**src/design/x86e_pkg.sv**
```systemverilog
// Shared types and constants of the byte stream executor.
// Depends on nothing; used by the interfaces, the decoder and the top level.
package x86e_pkg;

    localparam int BYTE_W = 8;
    localparam int DATA_W = 16;
    localparam int RIDX_W = 3;
    localparam int NREGS  = 8;

    // Register indexes that the decoder names directly.
    localparam logic [RIDX_W-1:0] REG_AX = 3'd0;

    // Register file contents after reset: cx, dx and sp are preset.
    localparam logic [DATA_W-1:0] REG_RESET [NREGS] = '{
        16'h0000, 16'h0070, 16'h0240, 16'h0000,
        16'h1500, 16'h0000, 16'h0000, 16'h0000
    };

    // Operation carried out in the execute stage.
    typedef enum logic [2:0] {
        OP_MOV  = 3'd0,
        OP_ADD  = 3'd1,
        OP_SUB  = 3'd2,
        OP_SWAP = 3'd3,
        OP_UNK  = 3'd4
    } exec_op_t;

    // A decoded instruction, valid in the cycle its last byte is accepted.
    typedef struct packed {
        logic                has_result;
        exec_op_t            op;
        logic [RIDX_W-1:0]   ra;
        logic [RIDX_W-1:0]   rb;
        logic                use_imm;
        logic [DATA_W-1:0]   imm;
    } dec_t;

endpackage

```
**src/design/x86e_stream_if.sv**
```systemverilog
// Valid/ready channel interfaces for code bytes in and result items out.
// Depends on x86e_pkg for the field widths.
interface x86e_in_if;
    import x86e_pkg::*;

    logic              valid;
    logic              ready;
    logic [BYTE_W-1:0] instr_byte;

    modport source (output valid, output instr_byte, input ready);
    modport sink   (input valid, input instr_byte, output ready);
endinterface

interface x86e_out_if;
    import x86e_pkg::*;

    logic              valid;
    logic              ready;
    logic              write_valid;
    logic [RIDX_W-1:0] write_reg;
    logic [DATA_W-1:0] write_value;
    logic              swap_valid;
    logic [RIDX_W-1:0] swap_reg;
    logic [DATA_W-1:0] swap_value;
    logic              carry_out;
    logic              unknown_opcode;

    modport source (output valid, output write_valid, output write_reg, output write_value,
                    output swap_valid, output swap_reg, output swap_value,
                    output carry_out, output unknown_opcode, input ready);
    modport sink   (input valid, input write_valid, input write_reg, input write_value,
                    input swap_valid, input swap_reg, input swap_value,
                    input carry_out, input unknown_opcode, output ready);
endinterface

```
**src/design/x86_subset_byte_stream_executor_top.sv**
```systemverilog
// Executes a subset of 8086 machine code arriving one byte per item.
// Depends on x86e_pkg, the channel interfaces and x86e_decode.
//
// One code byte is accepted every cycle for as long as results are taken. A result
// item is registered first with the synchronous register file read of the last
// byte of its instruction, then at the output after the execute stage, whose
// write-back is forwarded to the read that overlaps it. The register file is two
// one-write banks of eight words with a per-register bank select, so that exchange
// writes two registers in the same cycle; per-register valid bits stand for the
// reset values, so there is no clearing pass after reset. Bytes that complete no
// instruction give no result item; unknown bytes give an item with only the
// unknown flag set.
module x86_subset_byte_stream_executor_top (
    input  logic      clk,
    input  logic      rst_n,
    x86e_in_if.sink   in_ch,
    x86e_out_if.source out_ch
);
    import x86e_pkg::*;

    dec_t dec;
    logic in_accept;
    logic e_fire;

    x86e_decode u_decode (
        .clk        (clk),
        .rst_n      (rst_n),
        .instr_byte (in_ch.instr_byte),
        .accept     (in_accept),
        .dec        (dec)
    );

    // Register file banks and their bookkeeping.
    logic [DATA_W-1:0] bank0 [NREGS];
    logic [DATA_W-1:0] bank1 [NREGS];
    logic [NREGS-1:0]  vld_reg;
    logic [NREGS-1:0]  sel_reg;

    logic              wa_en, wb_en;
    logic [RIDX_W-1:0] wa_addr, wb_addr;
    logic [DATA_W-1:0] wa_data, wb_data;

    // Execute stage.
    logic              e_valid_reg, e_valid_next;
    exec_op_t          e_op_reg;
    logic [RIDX_W-1:0] e_ra_reg, e_rb_reg;
    logic              e_use_imm_reg;
    logic [DATA_W-1:0] e_imm_reg;
    logic [DATA_W-1:0] rd_a0_reg, rd_a1_reg, rd_b0_reg, rd_b1_reg;
    logic              rd_a_sel_reg, rd_a_vld_reg, rd_b_sel_reg, rd_b_vld_reg;
    logic              fw_a_v_reg, fw_b_v_reg;
    logic [RIDX_W-1:0] fw_a_addr_reg, fw_b_addr_reg;
    logic [DATA_W-1:0] fw_a_data_reg, fw_b_data_reg;

    logic [DATA_W-1:0] val_a, val_b, opnd_b, addend;
    logic [DATA_W:0]   sum;

    logic              r_wv, r_sv, r_carry, r_unk;
    logic [RIDX_W-1:0] r_wreg, r_sreg;
    logic [DATA_W-1:0] r_wval, r_sval;

    // Output register.
    logic              out_valid_reg, out_valid_next;
    logic              o_wv_reg, o_sv_reg, o_carry_reg, o_unk_reg;
    logic [RIDX_W-1:0] o_wreg_reg, o_sreg_reg;
    logic [DATA_W-1:0] o_wval_reg, o_sval_reg;

    assign e_fire       = e_valid_reg && (!out_valid_reg || out_ch.ready);
    assign in_ch.ready  = !e_valid_reg || e_fire;
    assign in_accept    = in_ch.valid && in_ch.ready;

    always_ff @(posedge clk)
    begin
        if (wa_en)
        begin
            bank0[wa_addr] <= wa_data;
        end
        if (in_accept)
        begin
            rd_a0_reg <= bank0[dec.ra];
            rd_b0_reg <= bank0[dec.rb];
        end
    end

    always_ff @(posedge clk)
    begin
        if (wb_en)
        begin
            bank1[wb_addr] <= wb_data;
        end
        if (in_accept)
        begin
            rd_a1_reg <= bank1[dec.ra];
            rd_b1_reg <= bank1[dec.rb];
        end
    end

    always_ff @(posedge clk or negedge rst_n)
    begin
        if (!rst_n)
        begin
            vld_reg <= '0;
            sel_reg <= '0;
        end
        else
        begin
            if (wa_en)
            begin
                vld_reg[wa_addr] <= 1'b1;
                sel_reg[wa_addr] <= 1'b0;
            end
            if (wb_en)
            begin
                vld_reg[wb_addr] <= 1'b1;
                sel_reg[wb_addr] <= 1'b1;
            end
        end
    end

    // Stage payload, including the bank select and the write-back of the same edge,
    // which the banks do not yet show to the read.
    always_ff @(posedge clk)
    begin
        if (in_accept)
        begin
            e_op_reg      <= dec.op;
            e_ra_reg      <= dec.ra;
            e_rb_reg      <= dec.rb;
            e_use_imm_reg <= dec.use_imm;
            e_imm_reg     <= dec.imm;
            rd_a_sel_reg  <= sel_reg[dec.ra];
            rd_a_vld_reg  <= vld_reg[dec.ra];
            rd_b_sel_reg  <= sel_reg[dec.rb];
            rd_b_vld_reg  <= vld_reg[dec.rb];
            fw_a_addr_reg <= wa_addr;
            fw_a_data_reg <= wa_data;
            fw_b_addr_reg <= wb_addr;
            fw_b_data_reg <= wb_data;
        end
    end

    always_ff @(posedge clk or negedge rst_n)
    begin
        if (!rst_n)
        begin
            e_valid_reg <= 1'b0;
            fw_a_v_reg  <= 1'b0;
            fw_b_v_reg  <= 1'b0;
        end
        else
        begin
            e_valid_reg <= e_valid_next;
            if (in_accept)
            begin
                fw_a_v_reg <= wa_en;
                fw_b_v_reg <= wb_en;
            end
        end
    end

    always_comb
    begin
        if (in_accept)
        begin
            e_valid_next = dec.has_result;
        end
        else if (e_fire)
        begin
            e_valid_next = 1'b0;
        end
        else
        begin
            e_valid_next = e_valid_reg;
        end
    end

    always_comb
    begin
        priority if (fw_b_v_reg && fw_b_addr_reg == e_ra_reg) val_a = fw_b_data_reg;
        else if (fw_a_v_reg && fw_a_addr_reg == e_ra_reg)     val_a = fw_a_data_reg;
        else if (!rd_a_vld_reg)                                val_a = REG_RESET[e_ra_reg];
        else                                                   val_a = rd_a_sel_reg ? rd_a1_reg
                                                                                    : rd_a0_reg;

        priority if (fw_b_v_reg && fw_b_addr_reg == e_rb_reg) val_b = fw_b_data_reg;
        else if (fw_a_v_reg && fw_a_addr_reg == e_rb_reg)     val_b = fw_a_data_reg;
        else if (!rd_b_vld_reg)                                val_b = REG_RESET[e_rb_reg];
        else                                                   val_b = rd_b_sel_reg ? rd_b1_reg
                                                                                    : rd_b0_reg;

        opnd_b = e_use_imm_reg ? e_imm_reg : val_b;
        // Subtraction adds the two's complement, so the carry is that of the addition.
        addend = (e_op_reg == OP_SUB) ? (~opnd_b + {{(DATA_W-1){1'b0}}, 1'b1}) : opnd_b;
        sum    = {1'b0, val_a} + {1'b0, addend};

        r_wv    = 1'b0;
        r_wreg  = '0;
        r_wval  = '0;
        r_sv    = 1'b0;
        r_sreg  = '0;
        r_sval  = '0;
        r_carry = 1'b0;
        r_unk   = 1'b0;

        unique case (e_op_reg)
            OP_MOV:
            begin
                r_wv   = 1'b1;
                r_wreg = e_ra_reg;
                r_wval = opnd_b;
            end
            OP_ADD, OP_SUB:
            begin
                r_wv    = 1'b1;
                r_wreg  = e_ra_reg;
                r_wval  = sum[DATA_W-1:0];
                r_carry = sum[DATA_W];
            end
            OP_SWAP:
            begin
                r_wv   = 1'b1;
                r_wreg = e_ra_reg;
                r_wval = val_b;
                r_sv   = 1'b1;
                r_sreg = e_rb_reg;
                r_sval = val_a;
            end
            default:
            begin
                r_unk = 1'b1;
            end
        endcase

        wa_en   = e_fire && r_wv;
        wa_addr = r_wreg;
        wa_data = r_wval;
        // An exchange of a register with itself changes nothing in the second bank.
        wb_en   = e_fire && r_sv && (r_sreg != r_wreg);
        wb_addr = r_sreg;
        wb_data = r_sval;
    end

    always_comb
    begin
        if (e_fire)
        begin
            out_valid_next = 1'b1;
        end
        else if (out_ch.ready)
        begin
            out_valid_next = 1'b0;
        end
        else
        begin
            out_valid_next = out_valid_reg;
        end
    end

    always_ff @(posedge clk or negedge rst_n)
    begin
        if (!rst_n)
        begin
            out_valid_reg <= 1'b0;
        end
        else
        begin
            out_valid_reg <= out_valid_next;
        end
    end

    always_ff @(posedge clk)
    begin
        if (e_fire)
        begin
            o_wv_reg    <= r_wv;
            o_wreg_reg  <= r_wreg;
            o_wval_reg  <= r_wval;
            o_sv_reg    <= r_sv;
            o_sreg_reg  <= r_sreg;
            o_sval_reg  <= r_sval;
            o_carry_reg <= r_carry;
            o_unk_reg   <= r_unk;
        end
    end

    assign out_ch.valid          = out_valid_reg;
    assign out_ch.write_valid    = o_wv_reg;
    assign out_ch.write_reg      = o_wreg_reg;
    assign out_ch.write_value    = o_wval_reg;
    assign out_ch.swap_valid     = o_sv_reg;
    assign out_ch.swap_reg       = o_sreg_reg;
    assign out_ch.swap_value     = o_sval_reg;
    assign out_ch.carry_out      = o_carry_reg;
    assign out_ch.unknown_opcode = o_unk_reg;

endmodule

```
**src/design/x86e_decode.sv**
```systemverilog
// Byte decoder: tracks opcode, modrm and immediate bytes of the code stream.
// Depends on x86e_pkg; hands a decoded instruction to the top level.
module x86e_decode (
    input  logic                        clk,
    input  logic                        rst_n,
    input  logic [x86e_pkg::BYTE_W-1:0] instr_byte,
    input  logic                        accept,
    output x86e_pkg::dec_t              dec
);
    import x86e_pkg::*;

    typedef enum logic [2:0] {
        PH_OPCODE = 3'b001,
        PH_MODRM  = 3'b010,
        PH_HIGH   = 3'b100
    } phase_t;

    typedef enum logic [3:0] {
        K_NONE, K_MOV_RM, K_MOV_IMM, K_ADD_RM, K_ADD_IMM, K_INC,
        K_SUB_RM, K_SUB_IMM, K_XCHG_RM, K_XCHG_AX
    } kind_t;

    // Opcode classes are tested in a fixed order.
    function automatic kind_t classify(input logic [BYTE_W-1:0] op);
        kind_t k;
        priority if (op[7:2] == 6'b100010)  k = K_MOV_RM;
        else if (op[7:4] == 4'b1011)        k = K_MOV_IMM;
        else if (op[7:2] == 6'b000000)      k = K_ADD_RM;
        else if (op[7:1] == 7'b0000010)     k = K_ADD_IMM;
        else if (op[7:3] == 5'b01000)       k = K_INC;
        else if (op[7:2] == 6'b001010)      k = K_SUB_RM;
        else if (op[7:1] == 7'b0010110)     k = K_SUB_IMM;
        else if (op[7:1] == 7'b1000011)     k = K_XCHG_RM;
        else if (op[7:3] == 5'b10010)       k = K_XCHG_AX;
        else                                k = K_NONE;
        return k;
    endfunction

    phase_t            phase_reg, phase_next;
    logic [BYTE_W-1:0] opcode_reg, opcode_next;
    logic [BYTE_W-1:0] low_reg, low_next;

    kind_t             k_byte, k_latch;
    logic [RIDX_W-1:0] f_reg, f_rm;
    logic              wide;

    always_comb
    begin
        k_byte  = classify(instr_byte);
        k_latch = classify(opcode_reg);
        f_reg   = instr_byte[5:3];
        f_rm    = instr_byte[2:0];
        wide    = (k_latch == K_MOV_IMM) ? opcode_reg[3] : opcode_reg[0];

        phase_next  = PH_OPCODE;
        opcode_next = opcode_reg;
        low_next    = low_reg;

        dec.has_result = 1'b0;
        dec.op         = OP_UNK;
        dec.ra         = REG_AX;
        dec.rb         = REG_AX;
        dec.use_imm    = 1'b0;
        dec.imm        = '0;

        unique case (phase_reg)
            PH_MODRM:
            begin
                if (k_latch == K_MOV_RM || k_latch == K_ADD_RM ||
                    k_latch == K_SUB_RM || k_latch == K_XCHG_RM)
                begin
                    dec.has_result = 1'b1;
                    if (k_latch == K_XCHG_RM)
                    begin
                        dec.op = OP_SWAP;
                        dec.ra = f_reg;
                        dec.rb = f_rm;
                    end
                    else
                    begin
                        dec.op = (k_latch == K_MOV_RM) ? OP_MOV :
                                 (k_latch == K_ADD_RM) ? OP_ADD : OP_SUB;
                        // The direction bit chooses which field is the destination.
                        dec.ra = opcode_reg[1] ? f_reg : f_rm;
                        dec.rb = opcode_reg[1] ? f_rm : f_reg;
                    end
                end
                else if (k_latch == K_MOV_IMM || k_latch == K_ADD_IMM ||
                         k_latch == K_SUB_IMM)
                begin
                    if (wide)
                    begin
                        low_next   = instr_byte;
                        phase_next = PH_HIGH;
                    end
                    else
                    begin
                        dec.has_result = 1'b1;
                        dec.use_imm    = 1'b1;
                        dec.imm        = {{(DATA_W-BYTE_W){1'b0}}, instr_byte};
                        dec.op         = (k_latch == K_MOV_IMM) ? OP_MOV :
                                         (k_latch == K_ADD_IMM) ? OP_ADD : OP_SUB;
                        dec.ra         = (k_latch == K_MOV_IMM) ? opcode_reg[2:0] : REG_AX;
                    end
                end
            end
            PH_HIGH:
            begin
                dec.has_result = 1'b1;
                dec.use_imm    = 1'b1;
                dec.imm        = {instr_byte, low_reg};
                dec.op         = (k_latch == K_MOV_IMM) ? OP_MOV :
                                 (k_latch == K_ADD_IMM) ? OP_ADD : OP_SUB;
                dec.ra         = (k_latch == K_MOV_IMM) ? opcode_reg[2:0] : REG_AX;
            end
            default:
            begin
                unique case (k_byte)
                    K_NONE:
                    begin
                        dec.has_result = 1'b1;
                        dec.op         = OP_UNK;
                    end
                    K_INC:
                    begin
                        dec.has_result = 1'b1;
                        dec.op         = OP_ADD;
                        dec.ra         = f_rm;
                        dec.use_imm    = 1'b1;
                        dec.imm        = {{(DATA_W-1){1'b0}}, 1'b1};
                    end
                    K_XCHG_AX:
                    begin
                        dec.has_result = 1'b1;
                        dec.op         = OP_SWAP;
                        dec.ra         = f_rm;
                        dec.rb         = REG_AX;
                    end
                    default:
                    begin
                        opcode_next = instr_byte;
                        phase_next  = PH_MODRM;
                    end
                endcase
            end
        endcase
    end

    always_ff @(posedge clk or negedge rst_n)
    begin
        if (!rst_n)
        begin
            phase_reg  <= PH_OPCODE;
            opcode_reg <= '0;
            low_reg    <= '0;
        end
        else if (accept)
        begin
            phase_reg  <= phase_next;
            opcode_reg <= opcode_next;
            low_reg    <= low_next;
        end
    end

endmodule

```
**src/flat_wrapper.sv**
```systemverilog
// flat-port wrapper written by rule: the top's interface ports become plain ports
module x86_subset_byte_stream_executor_top_flat import x86e_pkg::*;
  (clk, rst_n, in_ch_valid, in_ch_instr_byte, in_ch_ready, out_ch_valid, out_ch_write_valid, out_ch_write_reg, out_ch_write_value, out_ch_swap_valid, out_ch_swap_reg, out_ch_swap_value, out_ch_carry_out, out_ch_unknown_opcode, out_ch_ready);
  x86e_in_if in_ch_i ();
  x86e_out_if out_ch_i ();
  input  logic clk;
  input  logic rst_n;
  input wire logic [$bits(in_ch_i.valid)-1:0] in_ch_valid;
  input wire logic [$bits(in_ch_i.instr_byte)-1:0] in_ch_instr_byte;
  output wire logic [$bits(in_ch_i.ready)-1:0] in_ch_ready;
  output wire logic [$bits(out_ch_i.valid)-1:0] out_ch_valid;
  output wire logic [$bits(out_ch_i.write_valid)-1:0] out_ch_write_valid;
  output wire logic [$bits(out_ch_i.write_reg)-1:0] out_ch_write_reg;
  output wire logic [$bits(out_ch_i.write_value)-1:0] out_ch_write_value;
  output wire logic [$bits(out_ch_i.swap_valid)-1:0] out_ch_swap_valid;
  output wire logic [$bits(out_ch_i.swap_reg)-1:0] out_ch_swap_reg;
  output wire logic [$bits(out_ch_i.swap_value)-1:0] out_ch_swap_value;
  output wire logic [$bits(out_ch_i.carry_out)-1:0] out_ch_carry_out;
  output wire logic [$bits(out_ch_i.unknown_opcode)-1:0] out_ch_unknown_opcode;
  input wire logic [$bits(out_ch_i.ready)-1:0] out_ch_ready;
  assign in_ch_i.valid = in_ch_valid;
  assign in_ch_i.instr_byte = in_ch_instr_byte;
  assign in_ch_ready = in_ch_i.ready;
  assign out_ch_valid = out_ch_i.valid;
  assign out_ch_write_valid = out_ch_i.write_valid;
  assign out_ch_write_reg = out_ch_i.write_reg;
  assign out_ch_write_value = out_ch_i.write_value;
  assign out_ch_swap_valid = out_ch_i.swap_valid;
  assign out_ch_swap_reg = out_ch_i.swap_reg;
  assign out_ch_swap_value = out_ch_i.swap_value;
  assign out_ch_carry_out = out_ch_i.carry_out;
  assign out_ch_unknown_opcode = out_ch_i.unknown_opcode;
  assign out_ch_i.ready = out_ch_ready;
  x86_subset_byte_stream_executor_top u_core (.clk(clk), .rst_n(rst_n), .in_ch(in_ch_i), .out_ch(out_ch_i));
endmodule
```
**config.mk**
```make
export PLATFORM = sky130hd
export DESIGN_NAME = x86_subset_byte_stream_executor_top_flat
export DESIGN_NICKNAME = d
export VERILOG_FILES = /design/src/design/x86e_pkg.sv /design/src/design/x86e_stream_if.sv /design/src/design/x86_subset_byte_stream_executor_top.sv /design/src/design/x86e_decode.sv /design/src/flat_wrapper.sv
export SDC_FILE = /design/constraint.sdc
export NUM_CORES = 1
export LEC_CHECK = 0
export BUFFER_PORTS_ARGS = -buffer_cell sky130_fd_sc_hd__buf_4
export CAP_MARGIN = 20
export CORE_UTILIZATION = 50
export CTS_BUF_LIST = sky130_fd_sc_hd__clkbuf_8
export CTS_CLUSTER_DIAMETER = 50
export DETAILED_ROUTE_END_ITERATION = 10
export PLACE_DENSITY = 0.66
export SLEW_MARGIN = 20
export SYNTH_ARGS = -nofsm -noshare
export SYNTH_HDL_FRONTEND = slang
export SYNTH_SLANG_ARGS = --single-unit
```
**constraint.sdc**
```tcl
create_clock -name clk -period 13.3 [get_ports clk]
set_input_delay 1.995 -clock clk [delete_from_list [all_inputs] [get_ports clk]]
set_output_delay 1.995 -clock clk [all_outputs]
set_load 0.01 [all_outputs]
```
-- Yosys cells after proc, flatten, opt, wreduce, memory -nomap -nowiden
Memories as Yosys holds them, arrays and structs flattened. A register that Yosys moved wholly into a read port is not among the register bits.
Index checks and enable logic that the tools add are counted.
- bits in registers: 149
- RAM bits: 256
- ROM bits: 256
- input port bits: 12
- output and inout port bits: 44
- word-level logic and storage cells: 213
- memories: 4
- memory list (name ; depth ; width ; rd ports ; clocked after memory_dff ; write ports ; RTL line ; text):
    (no name shown) ; 8 ; 16 ; 1 ; 0 ; 0 ; x86_subset_byte_stream_executor_top.sv:181 ; else if (!rd_a_vld_reg) val_a = REG_RESET[e_ra_reg];
    (no name shown) ; 8 ; 16 ; 1 ; 0 ; 0 ; x86_subset_byte_stream_executor_top.sv:187 ; else if (!rd_b_vld_reg) val_b = REG_RESET[e_rb_reg];
    u_core.bank0 ; 8 ; 16 ; 2 ; 2 ; 1 ; x86_subset_byte_stream_executor_top.sv:34 ; logic [DATA_W-1:0] bank0 [NREGS];
    u_core.bank1 ; 8 ; 16 ; 2 ; 2 ; 1 ; x86_subset_byte_stream_executor_top.sv:35 ; logic [DATA_W-1:0] bank1 [NREGS];
- $add $sub $neg: 2
- $lt $le $gt $ge: 8
- eq/ne operators: 35
- mux-type cells: 90
- bitwise gates (word level): 11
- reduce and logical (&&, ||, !) cells: 33
- operators by type and width (kind ; count):
    two-way mux 16 bit ; 15
    two-way mux 4 bit ; 18
    two-way mux 17 bit ; 4
    case mux 16 bit (3 select lines) ; 1
    two-way mux 8 bit ; 5
    case mux 17 bit (2 select lines) ; 1
    two-way mux 3 bit ; 11
    bitwise OR 8 bit ; 3
    two-way mux 7 bit ; 3
    two-way mux 1 bit ; 18
    adder 16 x 16 -> 17 bit ; 1
    adder 16 x 1 -> 16 bit (second input constant) ; 1
    equality test 4 x 3 -> 1 bit (second input constant) ; 4
    equality test 4 bit (second input constant) ; 4
    less-than comparator 3 x 4 -> 1 bit (second input constant) ; 4
    inverter 16 bit ; 1
    equality test 7 x 2 -> 1 bit (second input constant) ; 2
    equality test 7 x 5 -> 1 bit (second input constant) ; 2
    equality test 7 bit (second input constant) ; 2
    case mux 7 bit (2 select lines) ; 1
    binary-select mux 1 bit (select 3 bit) ; 4
    equality test 3 bit ; 4
    equality test 6 x 4 -> 1 bit (second input constant) ; 2
    equality test 6 bit (second input constant) ; 2
    30 further kinds ; 66

-- Logic depth before layout (Yosys ltp)
- word-level depth: 19
- mapped depth: 19
- mapped depth without buffers: 18

-- Hierarchy
Synthesis repeated with hierarchy kept, for this count alone.
- cells, all modules: 1426
- area total of the unflattened synthesis: 22471.6 µm²
- by module, submodules not included (module ; instances ; cells each ; area each (µm²) ; sequential area each (µm²)):
    x86_subset_byte_stream_executor_top ; 1 ; 1241 ; 20900.0 ; 13412.9
    x86e_decode ; 1 ; 185 ; 1571.5 ; 476.7

-- Worst setup path after synthesis
OpenSTA, ideal clock, no wires.
- kind: input to register
- start: input port out_ch_ready
- end: register u_core.u_decode.low_reg[1]
- library setup time: 0.125 ns
- arrival time: 5.909 ns
- data required time: 13.175 ns
- setup slack: 7.266 ns
- cell stages on the path: 6
- path buffers: 1
- cell sequence: nand3b_1 -> nand2_1 -> inv_1 -> o211ai_1 -> clkbuf_1 -> mux2_2
- cells in the longest elaborated chain, start to end: 5
- ends and longest elaborated chain (element ; RTL line ; text):
    start, declared ; flat_wrapper.sv:20 ; input wire logic [$bits(out_ch_i.ready)-1:0] out_ch_ready;
    logical OR 1 bit ; x86_subset_byte_stream_executor_top.sv:68 ; assign e_fire = e_valid_reg && (!out_valid_reg || out_ch.ready);
    logical AND 1 bit ; x86_subset_byte_stream_executor_top.sv:68 ;
    logical OR 1 bit ; x86_subset_byte_stream_executor_top.sv:69 ; assign in_ch.ready = !e_valid_reg || e_fire;
    logical AND 1 bit ; x86_subset_byte_stream_executor_top.sv:70 ; assign in_accept = in_ch.valid && in_ch.ready;
    net u_core.in_accept ; x86_subset_byte_stream_executor_top.sv:22 ; logic in_accept;
    AND reduction 5 bit (no source line) ; -- ;
    end signal, assigned ; x86e_decode.sv:161 ; low_reg <= low_next;
    end, declared ; x86e_decode.sv:41 ; logic [BYTE_W-1:0] low_reg, low_next;
The timed path passes the listed nets, and every way through them passes these cells.
A chain may end at the register's enable or synchronous reset.

-- Worst setup path after layout
- start: register u_core.e_rb_reg[2]
- end: memory u_core.bank0[4][14], data pin
- cells in the longest elaborated chain, start to end: 13
- elaborated cells between the ends (all ways): 17
- classes of those cells: 2 x add/sub; 2 x eq/ne; 8 x mux; 2 x bitwise; 2 x reduce/logical; 1 x memory
- ends and longest elaborated chain (element ; RTL line ; text):
    start, declared ; x86_subset_byte_stream_executor_top.sv:46 ; logic [RIDX_W-1:0] e_ra_reg, e_rb_reg;
    start signal, assigned ; x86_subset_byte_stream_executor_top.sv:128 ; e_rb_reg <= dec.rb;
    inverter 3 -> 4 bit (implied by the code) ; x86_subset_byte_stream_executor_top.sv:187 ;
    memory read (8 x 16 bit) ; -- ;
    two-way mux 16 bit (implied by the code) (2 in series) ; x86_subset_byte_stream_executor_top.sv:187 ;
    two-way mux 16 bit ; x86_subset_byte_stream_executor_top.sv:187 ;
    two-way mux 16 bit ; x86_subset_byte_stream_executor_top.sv:186 ; else if (fw_a_v_reg && fw_a_addr_reg == e_rb_reg) val_b = fw_a_data_reg;
    two-way mux 16 bit * ; x86_subset_byte_stream_executor_top.sv:185 ; priority if (fw_b_v_reg && fw_b_addr_reg == e_rb_reg) val_b = fw_b_data_reg;
    two-way mux 16 bit ; x86_subset_byte_stream_executor_top.sv:191 ; opnd_b = e_use_imm_reg ? e_imm_reg : val_b;
    inverter 16 bit ; x86_subset_byte_stream_executor_top.sv:193 ; addend = (e_op_reg == OP_SUB) ? (~opnd_b + {{(DATA_W-1){1'b0}}, 1'b1}) : opnd_b;
    adder 16 x 1 -> 16 bit ; x86_subset_byte_stream_executor_top.sv:193 ;
    two-way mux 16 bit ; x86_subset_byte_stream_executor_top.sv:193 ;
    adder 16 x 16 -> 17 bit ; x86_subset_byte_stream_executor_top.sv:194 ; sum = {1'b0, val_a} + {1'b0, addend};
    case mux 16 bit (3 select lines) * ; x86_subset_byte_stream_executor_top.sv:205 ; unique case (e_op_reg)
    net u_core.r_wval[14] ; x86_subset_byte_stream_executor_top.sv:60 ; logic [DATA_W-1:0] r_wval, r_sval;
    end, declared ; x86_subset_byte_stream_executor_top.sv:34 ;
Mark *: on every way through the listed nets, which the timed path passes. The rest lies on a longest branch. The select of a mux whose other input is x is not followed.

==> impl_metrics.json <==
{
  "outcome": "finished, final reports clean",
  "met3_usage_pct": 5.40,
  "die_area_um2": 46700,
  "gp_congestion": 0.940,
  "portBuffers": 55,
  "grt-ovfl-total": 0,
  "crit_type": "reg2reg",
  "rows": 78,
  "synthDistinctLibCells": 82,
  "p_per_area_nw_per_um2": 131,
  "ant_nets": 0,
  "syn_inst": 1859,
  "hold_buffers": 0,
  "clk_pin_slew_worst_paths_ps": 70,
  "finalHoldViolCount": 0,
  "wl_per_cell_um": 26.5,
  "placed_area_um2": 23900,
  "antenna_found_initial": 3,
  "die-width_um": 216,
  "drive_above_1_share_pct": 19.3,
  "reg.largest.list": "u_core.bank0 x128, u_core.bank1 x128",
  "synth-seq-cells": 469,
  "cts_tree": "done",
  "core-area_um2": 45300,
  "ys_warn_count": 0,
  "grt_pass1_vias": 15800,
  "synth.most_common_cell": "edfxtp_1",
  "root_buffer": "clkbuf_8",
  "hold_path_startpoint": "u_core.vld_reg[2]",
  "area_growth_pct": 11.0,
  "drcViolationCount": 0,
  "cts_resized": 0,
  "synthTopCellsByCount": "edfxtp_1 (430), nand2_1 (292), mux2i_1 (118)",
  "seq_area_frac_synth_pct": 60.7,
  "use_met1_pct": 41.8,
  "vias": 16400,
  "setup_viol": 0,
  "syn_nets": 1894,
  "endpoint_kind": "flop",
  "synthArstFlopShare_pct": 8.32,
  "synth-main-ff-cell": "edfxtp_1",
  "ctsLongestPathBuffers": 3,
  "yosysTopAreaCell": "edfxtp_1",
  "drt_pre_antenna_iters": 5,
  "grt_pass1_wl_um": 101000,
  "cts.sinks": 469,
  "critPathLaunchType": "flop",
  "rsz0062_at_grt": "no",
  "tightestPinTransition_ps": 1130,
  "drv_slew": 0,
  "hold_class": "reg2reg",
  "slew_headroom_pct": 24.7,
  "top_usage_layer": "met2",
  "track_usage_pct": 29.2,
  "crit_path_max_fanout": 17,
  "use_met2_pct": 44.1,
  "critical_path_required_ps": 13690,
  "fill_cells": 3802,
  "cts-htree-levels": 3,
  "nets": 1951,
  "cp.arrival_ps": 6500,
  "synth_edf_count": 430,
  "postCtsSetupBuffers": 0,
  "reg2reg_slack_ps": 7190,
  "start_util_pct": 50.6,
  "yosys-top-cells-area": "edfxtp_1 (56%), mux2_2 (5.4%), mux2i_1 (5.2%), nand2_1 (4.8%), dfrtp_1 (4.2%)",
  "vias_per_cell": 6.36,
  "clk_latency_ps": 690,
  "fin_crit_sh_pct": 45.9,
  "fin_setup_tns_ps": 0,
  "cts_buffers": 79,
  "r2r-start": "u_core.e_rb_reg[2]",
  "finalInstanceArea_um2": 25400,
  "vdd_ir_drop_max_mv": 0.0962,
  "dp_hpwl_um": 42600,
  "pin_count": 56,
  "first_iter_violations": 1865,
  "drv_cap": 0,
  "syn-cell-area_um2": 22900,
  "fmax_mhz": 164,
  "fin_crit_ps": 6110,
  "synth_top_area_share_pct": 56.4,
  "die_h_um": 216,
  "syn_area_per_cell_um2": 12.3,
  "grt_start_max_net_pins": 81,
  "leakage_nw": 9.11,
  "drt-total-wl_um": 68400,
  "finalClockSkew_ps": 56.3,
  "cp-startpoint": "u_core.e_rb_reg[2]"
}
[critical path, stage by stage (launching register included)]
cell	delay, ps
edfxtp_1	640
xnor2_1	290
nand4_1	780
a31oi_1	640
mux2_2	270
o21ai_0	100
xnor2_1	170
ha_1	330
a21o_1	200
a21oi_1	310
o2111ai_1	250
a21bo_2	260
o41ai_1	450
o21bai_1	200
or4_1	430
nand3_1	460
[through the flow]
step	hold slack (ps)	setup slack, ps	total power [mW]	cells	utilization (%)
after floorplan	450	7270	2.01	1859	-
after global placement	477	7300	2.15	2433	52.8
after detailed placement	484	7150	2.16	2434	52.9
after CTS	499	7330	3.34	2577	56.1
after global routing	517	6770	3.46	2578	56.1
final	503	7190	3.34	2579	56.1
[where the power goes]
group | total, mW | switching [mW] | internal, mW
clock | 1.19 | 0.599 | 0.594
combinational | 0.404 | 0.249 | 0.154
sequential | 1.74 | 0.0670 | 1.67
total | 3.34 | 0.915 | 2.42
[cells in the final DEF (no fill, tap or decap), types with 41 or more instances in the layout]
cell type / Yosys / final
inv_1: 35 / 62
nor2_1: 100 / 94
nand3_1: 92 / 92
a21oi_1: 41 / 41
clkbuf_8: 0 / 85
mux2i_1: 118 / 118
nand2_1: 292 / 289
mux2_2: 109 / 109
edfxtp_1: 430 / 430
buf_4: 7 / 96
[per-layer routing]
layer	routed length [um]	vias to the layer above
li1	-	7176
met1	29300	8268
met2	30900	815
met3	5850	143
met4	2300	0
met5	0	-
[cell type report]
cell class / count / area, um2 / share of cell area, %
sequential: 469 / 13900 / 54.7
clock buffer: 85 / 1170 / 4.60
antenna: 1 / 2.50 / 0.00985
inverter: 39 / 156 / 0.616
tap: 600 / 751 / 2.95
timing repair buffer: 98 / 739 / 2.91
clock inverter: 58 / 273 / 1.07
multi-input combinational: 1229 / 8430 / 33.2
[final timing paths]
check / cells past startpoint / endpoint
min: 1 / u_core.vld_reg[2]
max reg2reg: 15 / u_core.bank0[4][14]
min reg2reg: 1 / u_core.vld_reg[2]
max in group asynchronous: 1 / u_core.sel_reg[5]
max: 15 / u_core.bank0[4][14]
min in group asynchronous: 1 / u_core.u_decode.opcode_reg[7]
[logic make-up after synthesis]
group,count (synthesis),synth area share (%)
AOI/OAI and AO/OA,329,10.9
muxes,227,10.5
adders and majority gates,23,1.29
buffers and inverters,161,2.96
xor gates and xnor gates,49,1.87
and+or+nand+nor,601,11.8
DFF,469,60.7
Note: power is estimated with default switching activity, not from simulation.
